### src/design/xtea_pkg.sv
// Shared types, constants and per-stage round constants for the XTEA cipher.
// No dependencies; every other design file uses this package.
package xtea_pkg;

	localparam int WordW        = 32;
	localparam int KeyWords     = 4;
	localparam int KeyIdxW      = 2;
	localparam int RoundCycles  = 64;
	localparam int HalfRounds   = 2 * RoundCycles;
	localparam int KeySelShift  = 11;
	localparam logic [WordW-1:0] Delta = 32'h9E37_79B9;

	// direction codes
	localparam logic ActEncrypt = 1'b0;
	localparam logic ActDecrypt = 1'b1;

	typedef logic [WordW-1:0] word_t;
	typedef logic [KeyWords-1:0][WordW-1:0] key_arr_t;
	typedef logic [KeyIdxW-1:0] key_idx_t;

	// data carried through the round pipeline
	typedef struct packed {
		logic  act;
		word_t v0;
		word_t v1;
	} xtea_blk_t;

	// result word
	typedef struct packed {
		word_t first;
		word_t second;
	} xtea_res_t;

	// Round sum seen by half-round h (0 .. HalfRounds-1), worked out at elaboration.
	function automatic word_t half_sum(input int h, input logic dec);
		int          n;
		logic [63:0] p;
		n = h / 2;
		if (dec == ActEncrypt) begin
			p = 64'(((h % 2) == 0) ? n : n + 1) * 64'(Delta);
		end else begin
			p = 64'(((h % 2) == 0) ? RoundCycles - n : RoundCycles - n - 1) * 64'(Delta);
		end
		return p[WordW-1:0];
	endfunction

endpackage

### src/design/xtea_round.sv
// One Feistel half-round of XTEA followed by its pipeline register.
// Depends on xtea_pkg; stage constants arrive as tied-off ports.
module xtea_round (
	input  logic                clk,
	input  logic                arst_n,
	input  logic                en,
	input  logic                half_odd,
	input  xtea_pkg::word_t     enc_sum,
	input  xtea_pkg::word_t     dec_sum,
	input  xtea_pkg::key_arr_t  key,
	input  logic                vld_in,
	input  xtea_pkg::xtea_blk_t blk_in,
	output logic                vld_s1,
	output xtea_pkg::xtea_blk_t blk_s1
);
	import xtea_pkg::*;

	logic     upd_v0;
	word_t    sum;
	key_idx_t sel;
	word_t    src;
	word_t    dst;
	word_t    mixed;
	word_t    f;
	word_t    res;
	xtea_blk_t blk_nxt;

	// which half moves and which key word is used follow from parity and direction
	always_comb begin
		upd_v0  = (half_odd == blk_in.act);
		sum     = (blk_in.act == ActDecrypt) ? dec_sum : enc_sum;
		sel     = upd_v0 ? sum[KeyIdxW-1:0] : sum[KeySelShift +: KeyIdxW];
		src     = upd_v0 ? blk_in.v1 : blk_in.v0;
		dst     = upd_v0 ? blk_in.v0 : blk_in.v1;
		mixed   = ((src << 4) ^ (src >> 5)) + src;
		f       = mixed ^ (sum + key[sel]);
		res     = (blk_in.act == ActDecrypt) ? dst - f : dst + f;
		blk_nxt = blk_in;
		if (upd_v0) begin
			blk_nxt.v0 = res;
		end else begin
			blk_nxt.v1 = res;
		end
	end

	// stage valid
	always_ff @(posedge clk or negedge arst_n) begin
		if (!arst_n) begin
			vld_s1 <= 1'b0;
		end else if (en) begin
			vld_s1 <= vld_in;
		end
	end

	// stage payload
	always_ff @(posedge clk) begin
		if (en) begin
			blk_s1 <= blk_nxt;
		end
	end

endmodule

### config.mk
export PLATFORM = sky130hd
export DESIGN_NAME = xtea_round
export DESIGN_NICKNAME = d
export VERILOG_FILES = /design/src/design/xtea_pkg.sv /design/src/design/xtea_round.sv
export SDC_FILE = /design/constraint.sdc
export NUM_CORES = 1
export LEC_CHECK = 0
export CAP_MARGIN = 15
export CORE_MARGIN = 3
export CORE_UTILIZATION = 65
export DETAILED_ROUTE_END_ITERATION = 10
export DONT_BUFFER_PORTS = 1
export HOLD_SLACK_MARGIN = 0.1
export PLACE_DENSITY_LB_ADDON = 0.1
export SETUP_SLACK_MARGIN = 0.4
export SLEW_MARGIN = 20
export SYNTH_ARGS = -nofsm -noshare
export SYNTH_HDL_FRONTEND = slang
export SYNTH_SLANG_ARGS = --single-unit
### constraint.sdc
create_clock -name clk -period 1.15 [get_ports clk]
set_clock_uncertainty 0.1 [all_clocks]
set_input_delay 0.23 -clock clk [delete_from_list [all_inputs] [get_ports clk]]
set_output_delay 0.23 -clock clk [all_outputs]
set_load 0.1 [all_outputs]
==> impl_results.md, run 1 <==
* Syn Area/Cell at 8.25 um2
* Cell taking the most area after synthesis: edfxtp_1
* Mapped Nets at about 1600
* Ys async rst share at 1.52%
* Count leader, synth: nand2_1
* Cells after Synth at 1277
* Die Width at about 130 um
* Core Rows at 45
* Synth unique cells at 83
* Area of the mapped netlist at approximately 11000 um2
* I/O pins at 328
* Synth top area share at ~19%
* Post-synth EDFFs at 65
* Sequential share of the synthesized area at 18.8%
* Stop Error: [ERROR DPL-0033] detailed placement checks failed during check placement.
* Port bufs at 0
* Synth top cells by count: nand2_1, xnor2_1, a21oi_1, o21ai_0, ha_1
* Final Wtd Congestion at 1.01
* Last stage reached: detailed placement
* Die height at 133 um
* Top FF cell, synth: edfxtp_1
* Leading post-synthesis cells by cell area: edfxtp_1, ha_1, xnor2_1
* Dpl hpwl at around 45000 um
* Status: stopped before the end
* Starting Density at 67.8%
* Syn. warnings at 0
* FF+latch count, synth at 66
cells by family after synthesis:
kind of cell / after synthesis / synth area share (%)
adders and majority gates: 99 / 12.0
AOI/OAI and AO/OA: 353 / 20.9
and+or+nand+nor: 435 / 19.1
xor gates and xnor gates: 165 / 15.1
DFF: 66 / 18.8
muxes: 73 / 11.0
buffers and inverters: 86 / 3.15
through the flow:
step / cell area, um2 / TNS, ns
2_1_floorplan: 11000 / -267.64
3_3_place_gp: 15100 / -268.72
==> run 2, diff against run 1 <==
--- a/config.mk
+++ b/config.mk
@@ -7,12 +7,10 @@
 export LEC_CHECK = 0
 export CAP_MARGIN = 15
 export CORE_MARGIN = 3
-export CORE_UTILIZATION = 65
+export CORE_UTILIZATION = 40
 export DETAILED_ROUTE_END_ITERATION = 10
 export DONT_BUFFER_PORTS = 1
-export HOLD_SLACK_MARGIN = 0.1
-export PLACE_DENSITY_LB_ADDON = 0.1
-export SETUP_SLACK_MARGIN = 0.4
+export PLACE_DENSITY_LB_ADDON = 0.15
 export SLEW_MARGIN = 20
 export SYNTH_ARGS = -nofsm -noshare
 export SYNTH_HDL_FRONTEND = slang
==> impl_results.md, run 2 <==
* Synth top cells by count: nand2_1, xnor2_1, a21oi_1, o21ai_0, ha_1
* Slowest-stage cell, CP: or3_4
* Ys async rst share at 1.52%
* Routed len/inst at 18.6 um
* HP Start: en
* CORE AREA at 25500 um2
* Sequential share of the synthesized area at 18.8%
* Starting Density at 41.3%
* Worst Path Required at 1.13 ns
* Routing usage on met1 at 34.2%
* DRC at 0
* H-tree lvl count at 3
* WHS at -0.0821 ns
* Max Transition Viols Final at 0
* Top FF cell, synth: edfxtp_1
* Crit path launch type: primary input
* Worst R2R Setup Slack at 0.26 ns
* CTS tree: yes
* Crit share post-route at 552%
* Pin count of the biggest net entering global routing at 70
* Clock Sink Count at 66
* Final Net Count at 2118
* Die Width at 168 um
* Syn. warnings at 0
* Final hold violation count at 66
* Port bufs at 0
* Clk buf depth at 2
* Met3 usage at under 10%
* Max cap viols at 0
* Largest reg by FF count: blk_s1
* Worst-Skew Late Latency at roughly 0.33 ns
* DR iter-0 viols at approximately 500
* Cells on worst reg2reg path at 1
* Util after Layout at between 60% and 70%
* I/O pins at 328
* Failing checks: hold timing, setup timing
* Leading post-synthesis cells by cell area: edfxtp_1, ha_1, xnor2_1
* Initial antenna violation count at 1
* Worst Tran Pin Value at 0.589 ns
* Met2 Use GR at 44.0%
* TritonRoute pass-1 iters at 5
* Placed insts at around 2000
* Most common cell after layout, fill and taps aside: buf_4
* Total routed wirelength at between 30000 and 40000 um
* Worst-path clk slew at roughly 0.070 ns
* Mapped Nets at around 1600
* CP Max Fanout at between 60 and 70
* Synth unique cells at 83
* Syn Area/Cell at 8.25 um2
* Number of global-route vias before repair at about 11000
* Hold Path End: blk_s1[34]
* Setup Slack @ Placement at -6.04 ns
* Hold Path Cell Cnt at 0
* GR Util All Layers at 25.6%
* TritonCTS Buffers at 9
* Core Rows at 58
* Hold buffer count at cts at 6
* Max reg flops at 65
* Gr ovfl total at 0
* Via count at 11500
* Crit path kind: primary input to flip-flop
* Status: finished, violations left
* Critical path's most frequent cell: buf_4
* Post-synth EDFFs at 65
* Area of the mapped netlist at 10500 um2
* Synth top area share at between 10% and 20%
* Crit path time final at 6.35 ns
* GRT busiest layer: met2
* Total die area at 28300 um2
* Cell taking the most area after synthesis: edfxtp_1
* P&R area growth vs syn at 66.7%
* Vias per cell at 5.47
* Maximum clock rate at 158 MHz
* Critical R2R Capture: vld_s1
* First-pass GRT wire length at around 59000 um
* Hold crit path type: primary input to flip-flop
* Worst R2R Start: vld_s1
* Max_slew headroom at 60.4%
* FF+latch count, synth at 66
* # setup viols final at 130
* Layout cell share with drive strength beyond 1 at 47.3%
* Dpl hpwl at 31400 um
* Post-DRT Antenna Nets at 0
* CP peak stage delay at around 0.4 ns
* Cells after Synth at 1277
* Final Wtd Congestion at approximately 0.90
* Biggest regs: blk_s1 x65, vld_s1 x1
* Finished Layout Cells at 2093
* RSZ-0062 raised after global routing: yes
* Die height at between 150 and 200 um
* Crit. End Element: flip-flop
* Count leader, synth: nand2_1
* Fill cells at 1998
* Most frequent cells in the layout: buf_4, nand2_1, xnor2_1
* Final worst slack at -5.20 ns
* Clk Tree Root Cell: clkbuf_16
* Data arrival time of the critical path at 6.33 ns
==> run 2: cell counts after synthesis <==
Identical to the previous run, type by type.
==> run 2: worst max-delay path by stage <==
stage                      end  depth (start not counted)        from  slack (ns)
finish              blk_s1[63]                         32  blk_in[64]       -5.20
global route        blk_s1[63]                         32  blk_in[64]       -5.47
CTS                 blk_s1[63]                         32    half_odd       -5.12
detailed placement  blk_s1[63]                         32  blk_in[64]       -6.04
global placement    blk_s1[63]                         31  blk_in[64]       -5.91
floorplan           blk_s1[63]                         29    half_odd       -5.54
==> run 2: cell families after synthesis <==
kind of cell	after synthesis	share of synthesized area, %
buf+inv	86	3.15
compound gates	353	20.9
xor+xnor	165	15.1
flops	66	18.8
fa+ha+maj	99	12.0
simple gates	435	19.1
mux	73	11.0
==> run 2: timing repair <==
item,in CTS,in global routing
setup endpoints to repair,130,130
endpoints found under the hold margin,70,66
gates cloned,1,1
pin swaps,94,72
setup buffers,39,19
gates resized for setup,176,116
==> run 2: through the flow <==
step | setup TNS, ns | instance area, um2
6_report | -268.93 | 17600
5_1_grt | -282.38 | 17600
4_1_cts | -264.92 | 16900
3_5_place_dp | -302.08 | 15500
3_3_place_gp | -298.47 | 15500
2_1_floorplan | -267.64 | 11000
==> run 2: critical path: cells and delay by family <==
family	cells	cell delay (ns)
xor gates and xnor gates	5	1.00
buffers and inverters	7	1.11
and+or+nand+nor	8	1.31
AOI/OAI and AO/OA	6	1.09
muxes	4	0.94
adders and majority gates	2	0.65
==> run 2: area by class of cell <==
| type | count | area [um2] | share of cell area (%) |
|---|---|---|---|
| multi-input combinational | 1125 | 9790 | 55.7 |
| timing repair buffer | 516 | 4960 | 28.2 |
| sequential | 66 | 1980 | 11.3 |
| tap | 330 | 413 | 2.35 |
| clock buffer | 9 | 225 | 1.28 |
| inverter | 39 | 149 | 0.847 |
| clock inverter | 7 | 53.8 | 0.306 |
| antenna | 1 | 2.50 | 0.0142 |
==> run 2: per-layer routing <==
metal	routed length (um)	up-vias	share of wire (%)
met5	0	-	0
met4	650	0	1.7
met3	2690	36	6.9
met2	18800	437	48
li1	-	5617	-
met1	16800	5361	43
Power of run 2 is left out: the tool's default activity adds up to more than one toggle a clock period on the data nets, which glitch-free logic cannot reach.
==> run 3, diff against run 2 <==
==> constraint.sdc (replaced) <==
create_clock -name clk -period 1.15 [get_ports clk]
set_clock_uncertainty 0.1 [all_clocks]
set_input_delay 0.0575 -clock clk [delete_from_list [all_inputs] [get_ports clk]]
set_output_delay 0.0575 -clock clk [all_outputs]
set_load 0.1 [all_outputs]
==> impl_results.md, run 3 (synthesis results as in run 2) <==
* Setup Slack @ Placement at -5.80 ns
* Hold crit path type: primary input to flip-flop
* Final Net Count at 2111
* Crit path launch type: primary input
* Post-DRT Antenna Nets at 0
* Fill cells at between 1500 and 2000
* Cells on worst reg2reg path at 1
* Gr ovfl total at 0
* WHS at -0.255 ns
* Critical path's most frequent cell: buf_4
* Routed len/inst at between 15 and 20 um
* Maximum clock rate at between 150 and 200 MHz
* Port bufs at 0
* Worst-path clk slew at 0.07 ns
* Leak Pwr at 7.71 nW
* Slowest-stage cell, CP: mux4_2
* HP Start: en
* Most common cell after layout, fill and taps aside: buf_4
* Setup TNS at -244.57 ns
* Die Width at between 150 and 200 um
* Placed insts at just over 2000
* Biggest regs: blk_s1 x65, vld_s1 x1
* Worst R2R Setup Slack at 0.28 ns
* Design area at around 17000 um2
* Clk Tree Root Cell: clkbuf_16
* Hold Path Cell Cnt at 0
* Core Rows at 58
* VDD IR max at between 3000 and 4000 uV
* Starting Density at 41.3%
* Multi-input logic area at 9620 um2
* Die height at 168 um
* Max_slew headroom at 56.0%
* Finished Layout Cells at 2090
* Status: finished, violations left
* DRC at 0
* Worst Tran Pin Value at 0.656 ns
* Dpl hpwl at ~31000 um
* Max reg flops at 65
* CORE AREA at ~26000 um2
* Most frequent cells in the layout: buf_4, nand2_1, xnor2_1
* Power Density at 3850 nW/um2
* Max Transition Viols Final at 0
* H-tree lvl count at 3
* DR iter-0 viols at between 600 and 700
* CP peak stage delay at around 0.55 ns
* Final hold violation count at 122
* Clock Sink Count at 66
* Worst R2R Start: vld_s1
* Largest reg by FF count: blk_s1
* Clk buf depth at 2
* CTS tree: yes
* Crit. End Element: flip-flop
* Crit path time final at 6.11 ns
* CP Max Fanout at 69
* Power Total at 66.7 mW
* Number of global-route vias before repair at roughly 11000
* Pin count of the biggest net entering global routing at 70
* TritonCTS Buffers at 9
* Crit share post-route at 531%
* Critical R2R Capture: vld_s1
* Worst-Skew Late Latency at 0.33 ns
* Initial antenna violation count at 5
* Via count at ~11000
* GR Util All Layers at 25.1%
* Failing checks: hold timing, setup timing
* Final Wtd Congestion at roughly 0.9
* Max cap viols at 0
* # setup viols final at 66
* Crit path kind: primary input to flip-flop
* Data arrival time of the critical path at 6.09 ns
* Final worst slack at -4.96 ns
* Util after Layout at about two thirds
* Total routed wirelength at 38000 um
* Vias per cell at 5.40
* RSZ-0062 raised after global routing: yes
* Worst Path Required at 1.14 ns
* Register area at 1980 um2
* I/O pins at about 330
* Hold Path End: blk_s1[6]
* Total die area at 28300 um2
* P&R area growth vs syn at 64.4%
* Layout cell share with drive strength beyond 1 at a little under half
* Placement Cell Area at between 15000 and 20000 um2
* First-pass GRT wire length at 57500 um
* TritonRoute pass-1 iters at 5
==> run 3: cell type report <==
| type | instances | share of cell area (%) |
|---|---|---|
| Sequential cell | 66 | 11.4 |
| Tap cell | 330 | 2.38 |
| Clock buffer | 9 | 1.30 |
| Inverter | 39 | 0.860 |
| Timing Repair Buffer | 509 | 28.1 |
| Multi-Input combinational cell | 1125 | 55.5 |
| Clock inverter | 7 | 0.296 |
| Antenna cell | 5 | 0.0722 |
==> run 3: worst max path at each step <==
stage | slack [ns] | to | cells past startpoint | startpoint
after floorplan | -5.36 | blk_s1[63] | 29 | half_odd
after global placement | -5.70 | blk_s1[63] | 31 | blk_in[64]
after detailed placement | -5.80 | blk_s1[31] | 31 | blk_in[64]
after CTS | -4.95 | blk_s1[31] | 29 | blk_in[64]
after global routing | -5.21 | blk_s1[31] | 30 | blk_in[64]
final | -4.96 | blk_s1[63] | 30 | blk_in[64]
==> run 3: critical path, delay by kind of cell <==
family | cells | cell delay [ns]
fa+ha+maj | 2 | 0.63
xor+xnor | 4 | 0.94
compound gates | 5 | 0.88
buf+inv | 7 | 1.05
simple gates | 8 | 1.33
mux | 4 | 1.21
==> run 3: power breakdown <==
part           switching [mW]  total [mW]  internal, mW
Sequential              0.925        5.63          4.70
Clock                    1.08        2.55          1.47
Combinational            30.5        58.5          28.0
Total                    32.5        66.7          34.1
==> run 3: timing repair <==
item                                   in CTS  in global routing
buffers inserted                           34                 12
cloned                                      1                  1
endpoints found under the hold margin     132                122
resized for setup                         173                 71
setup endpoints to repair                  66                 67
hold buffers                               11                  1
pin swaps                                 114                 79
==> run 3: metal layers <==
metal / GRT usage (%) / vias to the layer above / wire, um
met3: 2.98 / 28 / 2380
li1: - / 5614 / -
met4: 6.30 / 0 / 606
met2: 41.9 / 405 / 17900
met1: 34.9 / 5242 / 17100
met5: 0 / - / 0
Power figures use the tool's default switching activity.
