[src/design/xtea_pkg.sv]
// Shared types, constants and per-stage round constants for the XTEA cipher.
// No dependencies; every other design file uses this package.
package xtea_pkg;

	localparam int WordW        = 32;
	localparam int KeyWords     = 4;
	localparam int KeyIdxW      = 2;
	localparam int RoundCycles  = 64;
	localparam int HalfRounds   = 2 * RoundCycles;
	localparam int KeySelShift  = 11;
	localparam logic [WordW-1:0] Delta = 32'h9E37_79B9;

	// direction codes
	localparam logic ActEncrypt = 1'b0;
	localparam logic ActDecrypt = 1'b1;

	typedef logic [WordW-1:0] word_t;
	typedef logic [KeyWords-1:0][WordW-1:0] key_arr_t;
	typedef logic [KeyIdxW-1:0] key_idx_t;

	// data carried through the round pipeline
	typedef struct packed {
		logic  act;
		word_t v0;
		word_t v1;
	} xtea_blk_t;

	// result word
	typedef struct packed {
		word_t first;
		word_t second;
	} xtea_res_t;

	// Round sum seen by half-round h (0 .. HalfRounds-1), worked out at elaboration.
	function automatic word_t half_sum(input int h, input logic dec);
		int          n;
		logic [63:0] p;
		n = h / 2;
		if (dec == ActEncrypt) begin
			p = 64'(((h % 2) == 0) ? n : n + 1) * 64'(Delta);
		end else begin
			p = 64'(((h % 2) == 0) ? RoundCycles - n : RoundCycles - n - 1) * 64'(Delta);
		end
		return p[WordW-1:0];
	endfunction

endpackage

[src/design/xtea_out_if.sv]
// Output channel: the two result halves per word.
// Depends on xtea_pkg for the word type.
interface xtea_out_if;
	logic              valid;
	logic              ready;
	xtea_pkg::word_t   out_first;
	xtea_pkg::word_t   out_second;

	modport source (output valid, out_first, out_second, input ready);
	modport sink   (input valid, out_first, out_second, output ready);
endinterface

[src/design/xtea_skid.sv]
// Output register with a one-word skid stage behind the round pipeline.
// Depends on xtea_pkg and xtea_out_if.
module xtea_skid (
	input  logic                clk,
	input  logic                arst_n,
	input  logic                vld_in,
	input  xtea_pkg::xtea_res_t res_in,
	output logic                en,
	xtea_out_if.source          out_ch
);
	import xtea_pkg::*;

	logic      out_v_q;
	logic      skid_v_q;
	xtea_res_t out_q;
	xtea_res_t skid_q;
	logic      take;
	logic      to_out;

	assign take   = out_v_q & out_ch.ready;
	assign en     = ~skid_v_q;
	assign to_out = ~out_v_q | take;

	// occupancy flags
	always_ff @(posedge clk or negedge arst_n) begin
		if (!arst_n) begin
			out_v_q  <= 1'b0;
			skid_v_q <= 1'b0;
		end else if (skid_v_q) begin
			if (take) begin
				skid_v_q <= 1'b0;
			end
		end else if (vld_in) begin
			if (to_out) begin
				out_v_q <= 1'b1;
			end else begin
				skid_v_q <= 1'b1;
			end
		end else if (take) begin
			out_v_q <= 1'b0;
		end
	end

	// payload moves
	always_ff @(posedge clk) begin
		if (skid_v_q) begin
			if (take) begin
				out_q <= skid_q;
			end
		end else if (vld_in) begin
			if (to_out) begin
				out_q <= res_in;
			end else begin
				skid_q <= res_in;
			end
		end
	end

	assign out_ch.valid      = out_v_q;
	assign out_ch.out_first  = out_q.first;
	assign out_ch.out_second = out_q.second;

endmodule

[src/flat_wrapper.sv]
// flat-port wrapper written by rule: the top's interface ports become plain ports
module xtea_skid_flat import xtea_pkg::*;
  (clk, arst_n, vld_in, res_in, en, out_ch_valid, out_ch_out_first, out_ch_out_second, out_ch_ready);
  xtea_out_if out_ch_i ();
  input  logic clk;
  input  logic arst_n;
  input  logic vld_in;
  input  xtea_pkg::xtea_res_t res_in;
  output logic en;
  output wire logic [$bits(out_ch_i.valid)-1:0] out_ch_valid;
  output wire logic [$bits(out_ch_i.out_first)-1:0] out_ch_out_first;
  output wire logic [$bits(out_ch_i.out_second)-1:0] out_ch_out_second;
  input wire logic [$bits(out_ch_i.ready)-1:0] out_ch_ready;
  assign out_ch_valid = out_ch_i.valid;
  assign out_ch_out_first = out_ch_i.out_first;
  assign out_ch_out_second = out_ch_i.out_second;
  assign out_ch_i.ready = out_ch_ready;
  xtea_skid u_core (.clk(clk), .arst_n(arst_n), .vld_in(vld_in), .res_in(res_in), .en(en), .out_ch(out_ch_i));
endmodule
[config.mk]
export PLATFORM = sky130hd
export DESIGN_NAME = xtea_skid_flat
export DESIGN_NICKNAME = d
export VERILOG_FILES = /design/src/design/xtea_pkg.sv /design/src/design/xtea_out_if.sv /design/src/design/xtea_skid.sv /design/src/flat_wrapper.sv
export SDC_FILE = /design/constraint.sdc
export NUM_CORES = 1
export LEC_CHECK = 0
export CAP_MARGIN = 20
export CORE_ASPECT_RATIO = 0.75
export CORE_MARGIN = 2
export CORE_UTILIZATION = 56
export CTS_BUF_LIST = sky130_fd_sc_hd__clkbuf_16
export DETAILED_ROUTE_END_ITERATION = 10
export DONT_BUFFER_PORTS = 1
export HOLD_SLACK_MARGIN = 0.02
export PLACE_DENSITY_LB_ADDON = 0.2
export SKIP_LAST_GASP = 1
export SLEW_MARGIN = 20
export SYNTH_ARGS = -nofsm -noshare
export SYNTH_HDL_FRONTEND = slang
export SYNTH_SLANG_ARGS = --single-unit
[constraint.sdc]
create_clock -name clk -period 2.45 [get_ports clk]
set_input_delay 0.1225 -clock clk [delete_from_list [all_inputs] [get_ports clk]]
set_output_delay 0.1225 -clock clk [all_outputs]
set_load 0.1 [all_outputs]
==> results.cfg, run 1 <==
[clock_network]
clk_latency_ns = 0.40
postCtsSetupBuffers = 0
root_buffer = clkbuf_16
cts_sinks = 130
cts_made_buffers = 17
clock_path_buffers = 2
htreeDepth = 4
cts_tree = yes
clk_pin_slew_worst_paths_ns = 0.06

[setup_path]
arrival_ns = 2.53
cp_max_fo = 22
regToRegSetupSlack_ns = 0.20
critPathLaunchType = register
cp_data_required_time_ns = 2.73
path_class = reg -> reg
end_kind = register

[sta]
fin_worst_skew_ns = 0.00856
post-route-period-util = 0.918
tns_ns = 0
finalSetupViolations = 0
slew_violations = 0
slew_headroom = 0.379
timing.fmax_mhz = 445
min_period_ns = 2.25
hold_viol = 0
worst-slew-pin-transition_ns = 0.933
rsz0062_at_grt = no

[finish]
mostFrequentLayoutCells = edfxtp_1 (128), dlygate4sd3_1 (69), mux2_4 (64)
area_delta_synth_final_pct = 28.5
diodes = 0
final_common_cell = edfxtp_1
post_route_cells_drive_above_1_share = 0.344
fin_nets = 366

[synth]
synth-seq-cells = 130
synth-simple-area-share = 0.00650
syn_area_mm2 = 0.00500
synth_compound_area_frac = 0.00450
synthMuxAreaShare = 0.192
netlist_instances = 211
ys_seq_area_frac = 0.778
ys_types = 12
syn_avg_cell_area_um2 = 23.7
ys_warn_count = 0
synthAdderAreaFrac = 0
synth_top_family_by_area = multiplexers
synth_xor_area_frac = 0
postSynthNetCount = 279

[die]
start_util = 0.584
die_h_um = 85.9
die_w_um = 113
io_pins = 134
coreArea_mm2 = 0.00856
dieArea_mm2 = 0.00971
fp-row-count = 29

[global_route]
grt.total_usage = 0.193
antenna_found_initial = 0
grt_pass1_vias = 2464
grt_util_met3 = 0.0813
top_usage_layer = met2
grt_overflow = 0
grt_first_pass_wirelength_um = 13600
grtUsageMet1 = 0.210
grt_max_degree = 36
use_met2 = 0.340

[run_status]
violations = DRC
status = complete, but fails checks

[place]
post-dp-hpwl_um = 5320
placement.io_buffers = 0
gp_congestion = 0.739

[route]
firstDrtPassIters = 7
drt_iter0_markers = 138
ant_nets = 0
wire_per_inst_um = 20.9
postRouteWirelength_um = 8770
vias = 2234
route.detailed.drc = 10
viasPerCell = 5.33

[run]
maxCapViolCount = 0

[worst_hold_path]
min_path_type = in -> reg
[worst paths after layout]
path | from | to | depth (start not counted)
max reg2reg | u_core.skid_v_q$_DFF_PN0_ | u_core.out_ch.valid$_DFFE_PN0P_ | 4
min | vld_in | u_core.out_ch.out_first[24]$_DFFE_PP_ | 1
max | u_core.skid_v_q$_DFF_PN0_ | u_core.out_ch.valid$_DFFE_PN0P_ | 4
min in group asynchronous | arst_n | u_core.skid_v_q$_DFF_PN0_ | 2
min reg2reg | u_core.skid_q[44]$_DFFE_PP_ | u_core.out_ch.out_first[12]$_DFFE_PP_ | 1
max in group asynchronous | arst_n | u_core.skid_v_q$_DFF_PN0_ | 2
[per-layer routing]
metal	wire length [um]	vias to the layer above
met3	679	12
met2	4810	96
met1	3190	1107
li1	-	1019
met5	0	-
met4	95	0
[sequential cells by signal, summed over array words and instances, names as in the netlist]
signal / cells
u_core.skid_v_q: 1
u_core.out_ch.out_second: 32
u_core.out_ch.valid: 1
u_core.out_ch.out_first: 32
u_core.skid_q: 64
[through the flow]
stage | util | setup WS, ns | cells | area [um^2] | hold WS, ns
3_3_place_gp | 0.601 | 0.604 | 318 | 5140 | -0.173
4_1_cts | 0.750 | 0.0792 | 419 | 6420 | 0.142
3_5_place_dp | 0.601 | 0.545 | 318 | 5140 | -0.173
5_1_grt | 0.751 | 0.135 | 419 | 6430 | 0.151
6_report | 0.751 | 0.201 | 419 | 6430 | 0.154
2_1_floorplan | - | 0.246 | 211 | 5020 | -0.173
[synthesized netlist by cell type (all sizes together)]
| master | number | share of area |
|---|---|---|
| inv | 1 | 0.00075 |
| mux2 | 64 | 0.19 |
| nand2b | 1 | 0.0013 |
| and2 | 1 | 0.0013 |
| a21oi | 1 | 0.0010 |
| o22a | 1 | 0.0018 |
| and4bb | 1 | 0.0025 |
| buf | 8 | 0.018 |
| edfxtp | 128 | 0.77 |
| a22o | 1 | 0.0018 |
| nor2 | 2 | 0.0015 |
| dfrtp | 2 | 0.010 |
[logic make-up after synthesis]
kind of cell    after synthesis
compound gates                3
buf+inv                       9
flops                       130
mux                          64
simple gates                  5
[layout make-up]
class | instances | area (um^2)
flip-flops and latches | 130 | 3900
fillers | 479 | 2130
multi-input cells | 72 | 1030
repair buffers | 76 | 772
clock buffers | 17 | 425
clock inverters | 15 | 166
well taps | 108 | 135
inverters | 1 | 3.75
[what timing repair did]
action                                  in CTS  in global routing
gates resized for setup                      0                  1
hold buffers                                69                  0
endpoints found under the hold margin      132                  0
endpoints found under the setup margin       0                  1
[worst max-delay path, stage by stage (launching register included)]
cell,delay [ns]
dfrtp_4,0.66
buf_6,0.33
inv_2,0.28
a22o_1,0.28
dlygate4sd3_1,0.56
Power of run 1 is not shown: default switching activity piles up to over one toggle a cycle in this logic, so the estimate is an artifact.
==> run 2: changes to the inputs <==
==> constraint.sdc (replaced) <==
create_clock -name clk -period 2.45 [get_ports clk]
set_input_delay 0.3675 -clock clk [delete_from_list [all_inputs] [get_ports clk]]
set_output_delay 0.3675 -clock clk [all_outputs]
set_load 0.1 [all_outputs]
==> results.cfg, run 2 (synthesis gave the netlist of run 1 again) <==
[place]
pre_cts_ws_ns = 0.710
placement.io_buffers = 0
gp_congestion = 0.722
post-dp-hpwl_um = 5040

[finish]
largest_reg_flops = 64
area_delta_synth_final_pct = 13.9
fin_nets = 299
diodes = 0
mostFrequentLayoutCells = edfxtp_1 (128), mux2_4 (64), clkbuf_16 (17)
final_common_cell = edfxtp_1
top_register = u_core.skid_q
post_route_cells_drive_above_1_share = 0.424

[setup_path]
cp_max_fo = 26
slowest_stage = dfrtp_4
critPathLaunchType = register
rr_worst_depth = 3
path_cells = inv_2
path_class = reg -> out
regToRegSetupSlack_ns = 0.70
cp_num_buf_inv = 1
cp_top_family = flip-flops
r2r-end = u_core.out_ch.out_first[7]$_DFFE_PP_
crit_end = en
r2r-start = u_core.skid_v_q$_DFF_PN0_
cp_num_cells = 1
end_kind = primary output
startpoint = u_core.skid_v_q$_DFF_PN0_
cpPeakStageDelay_ns = 0.66
cp_data_required_time_ns = 2.08
arrival_ns = 1.51

[clock_network]
cts_sinks = 130
clock_path_buffers = 2
root_buffer = clkbuf_16
postCtsSetupBuffers = 0
cts_made_buffers = 17
clk_pin_slew_worst_paths_ns = 0.06
clk_latency_ns = 0.40
htreeDepth = 4
cts_tree = yes

[die]
start_util = 0.584
dieArea_mm2 = 0.00971
coreArea_mm2 = 0.00856
io_pins = 134
die_w_um = 113
die_h_um = 85.9
fp-row-count = 29

[sta]
tns_ns = 0
timing.fmax_mhz = 532
finalSetupViolations = 0
worst-slew-pin-transition_ns = 0.936
post-route-period-util = 0.768
worst_slack_ns = 0.570
hold_viol = 0
slew_headroom = 0.377
rsz0062_at_grt = no
fin_worst_skew_ns = 0.00837
slew_violations = 0
min_period_ns = 1.88

[global_route]
grt_max_degree = 65
antenna_found_initial = 0
grt_pass1_vias = 2042
grt.total_usage = 0.168
grt_first_pass_wirelength_um = 11600
grt_overflow = 0

[worst_hold_path]
min_path_type = in -> reg

[route]
viasPerCell = 5.56
drt_iter0_markers = 163
route.detailed.drc = 10
firstDrtPassIters = 9
vias = 1953
ant_nets = 0
wire_per_inst_um = 22.0
postRouteWirelength_um = 7720

[run]
maxCapViolCount = 0

[run_status]
violations = DRC
status = complete, but fails checks
==> run 2: cell types whose count changed in the layout (fill, tap and decap cells not counted) <==
| cell | delta |
|---|---|
| dlygate4sd3_1 | -68 |
| bufinv_16 | -2 |
| clkinv_1 | +2 |
| clkinv_2 | -2 |
| inv_1 | +2 |
| buf_12 | +1 |
| buf_4 | +1 |
| buf_6 | -1 |
| clkinv_4 | -1 |
| clkinvlp_4 | +1 |
| inv_6 | -1 |
==> run 2: how the worst min path moves through the flow <==
stage / from / end / cells past startpoint
global route: res_in[29] / u_core.skid_q[29]$_DFFE_PP_ / 0
finish: res_in[29] / u_core.skid_q[29]$_DFFE_PP_ / 0
CTS: res_in[55] / u_core.skid_q[55]$_DFFE_PP_ / 0
floorplan: arst_n / u_core.out_ch.valid$_DFFE_PN0P_ / 0
detailed placement: arst_n / u_core.out_ch.valid$_DFFE_PN0P_ / 0
global placement: arst_n / u_core.out_ch.valid$_DFFE_PN0P_ / 0
==> run 2: per-stage QoR <==
stage	cells	hold WS (ns)	cell area, um^2	utilization
2_1_floorplan	211	0.0719	5020	-
3_3_place_gp	319	0.0720	5160	0.603
3_5_place_dp	319	0.0720	5160	0.603
4_1_cts	351	0.0357	5700	0.666
5_1_grt	351	0.0270	5700	0.666
6_report	351	0.0532	5700	0.666
==> run 2: cell type report <==
| type | instances | area (um^2) |
|---|---|---|
| Multi-Input combinational cell | 72 | 1030 |
| Sequential cell | 130 | 3900 |
| Timing Repair Buffer | 9 | 108 |
| Tap cell | 108 | 135 |
| Inverter | 1 | 3.75 |
| Clock inverter | 14 | 101 |
| Fill cell | 523 | 2860 |
| Clock buffer | 17 | 425 |
==> run 2: what timing repair did <==
action | 4_1_cts | 5_1_grt
gates resized for setup | 0 | 0
hold buffers | 1 | 0
endpoints found under the hold margin | 2 | 0
==> run 2: per-layer routing <==
| metal | track usage | routed length [um] | vias to the layer above |
|---|---|---|---|
| li1 | - | - | 881 |
| met3 | 0.0975 | 759 | 9 |
| met2 | 0.260 | 3900 | 89 |
| met4 | 0.0931 | 104 | 0 |
| met5 | 0 | 0 | - |
| met1 | 0.184 | 2950 | 974 |
Power of run 2 is left out for the same reason.
==> run 3: changes to the inputs <==
--- a/config.mk
+++ b/config.mk
@@ -8,7 +8,7 @@
 export CAP_MARGIN = 20
 export CORE_ASPECT_RATIO = 0.75
 export CORE_MARGIN = 2
-export CORE_UTILIZATION = 56
+export CORE_UTILIZATION = 62
 export CTS_BUF_LIST = sky130_fd_sc_hd__clkbuf_16
 export DETAILED_ROUTE_END_ITERATION = 10
 export DONT_BUFFER_PORTS = 1
==> constraint.sdc (replaced) <==
create_clock -name clk -period 1.8 [get_ports clk]
set_input_delay 0.27 -clock clk [delete_from_list [all_inputs] [get_ports clk]]
set_output_delay 0.27 -clock clk [all_outputs]
set_load 0.1 [all_outputs]
==> results.cfg, run 3 (synthesis gave the netlist of run 1 again) <==
[global_route]
use_met2 = 0.436
grt_overflow = 0
grt.total_usage = 0.257
grt_util_met3 = 0.102
grt_first_pass_wirelength_um = 15600
grt_max_degree = 65
antenna_found_initial = 0
grt_pass1_vias = 2829
grtUsageMet1 = 0.290
top_usage_layer = met2

[worst_hold_path]
min_path_cells = 2
hold-path-endpoint = u_core.skid_v_q$_DFF_PN0_
hold_start = vld_in
min_path_type = in -> reg

[finish]
diodes = 0
final_common_cell = edfxtp_1
area_delta_synth_final_pct = 37.0
fin_nets = 429
stdcell_count = 479
largest_reg_flops = 64
top_register = u_core.skid_q
fillers = 320
post_route_cells_drive_above_1_share = 0.463
multi_input_comb_area_mm2 = 0.00105
register_area_mm2 = 0.00390
mostFrequentLayoutCells = edfxtp_1 (128), buf_4 (69), dlygate4sd3_1 (66)

[clock_network]
clock_path_buffers = 2
cts_sinks = 130
clk_latency_ns = 0.41
htreeDepth = 4
postCtsSetupBuffers = 0
cts_tree = yes
cts_made_buffers = 17
clk_pin_slew_worst_paths_ns = 0.06
root_buffer = clkbuf_16

[setup_path]
cp_max_fo = 19
r2r-end = u_core.out_ch.out_first[29]$_DFFE_PP_
path_class = reg -> out
r2r-start = u_core.skid_v_q$_DFF_PN0_
cp_data_required_time_ns = 1.53
critPathLaunchType = register
arrival_ns = 1.44
end_kind = primary output
regToRegSetupSlack_ns = 0.16
rr_worst_depth = 2

[route]
firstDrtPassIters = 4
route.detailed.drc = 0
vias = 2562
wire_per_inst_um = 22.7
ant_nets = 0
viasPerCell = 5.35
postRouteWirelength_um = 10900
drt_iter0_markers = 141

[die]
start_util = 0.638
coreArea_mm2 = 0.00785
die_h_um = 81.8
fp-row-count = 28
io_pins = 134
die_w_um = 108
dieArea_mm2 = 0.00881

[sta]
worst-slew-pin-transition_ns = 0.594
timing.fmax_mhz = 583
slew_violations = 0
worst_slack_ns = 0.0855
min_period_ns = 1.71
slew_headroom = 0.604
tns_ns = 0
post-route-period-util = 0.952
finalSetupViolations = 0
fin_worst_skew_ns = 0.00829
hold_viol = 0
hold_ws_ns = 0.0675
rsz0062_at_grt = no

[place]
post-dp-hpwl_um = 5720
pre_cts_ws_ns = 0.0327
gp_congestion = 0.771
placement.io_buffers = 0
placed_cells = 380

[run_status]
status = finished, final reports clean

[run]
maxCapViolCount = 0
## run 3: timing repair
item                                    4_1_cts  5_1_grt
hold buffers                                 66        0
gates resized for setup                       0        2
endpoints found under the setup margin        0       65
endpoints found under the hold margin        67        0
## run 3: final cells by class
class / count / share of cell area
tap: 105 / 0.0192
inverter: 1 / 0.000547
clock buffer: 17 / 0.0620
sequential: 130 / 0.569
clock inverter: 15 / 0.0173
timing repair buffer: 138 / 0.179
multi-input combinational: 73 / 0.153
## run 3: worst max-delay path, cell delays in order (launching register included)
cell	delay [ns]
dfrtp_4	0.52
buf_6	0.21
inv_2	0.11
buf_12	0.18
## run 3: routing by layer
layer | up-vias | wire length (um)
met4 | 0 | 189
met5 | - | 0
met2 | 111 | 5620
li1 | 1146 | -
met1 | 1283 | 4230
met3 | 22 | 839
## run 3: worst max path at each step
stage          cells after the start                                      to                      start  slack [ns]
2_1_floorplan                      3              u_core.skid_q[0]$_DFFE_PP_  u_core.skid_v_q$_DFF_PN0_       0.002
3_3_place_gp                       2  u_core.out_ch.out_second[14]$_DFFE_PP_  u_core.skid_v_q$_DFF_PN0_        0.09
3_5_place_dp                       2  u_core.out_ch.out_second[15]$_DFFE_PP_  u_core.skid_v_q$_DFF_PN0_        0.03
4_1_cts                            2  u_core.out_ch.out_second[24]$_DFFE_PP_  u_core.skid_v_q$_DFF_PN0_        0.02
5_1_grt                            3                                      en  u_core.skid_v_q$_DFF_PN0_        0.05
6_report                           3                                      en  u_core.skid_v_q$_DFF_PN0_        0.09
## run 3: per-stage QoR
stage,cell area [um^2],utilization
after floorplan,5020,-
after global placement,5630,0.717
after detailed placement,5630,0.717
after CTS,6840,0.871
after global routing,6860,0.874
final,6860,0.874
Power of run 3 is left out for the same reason.
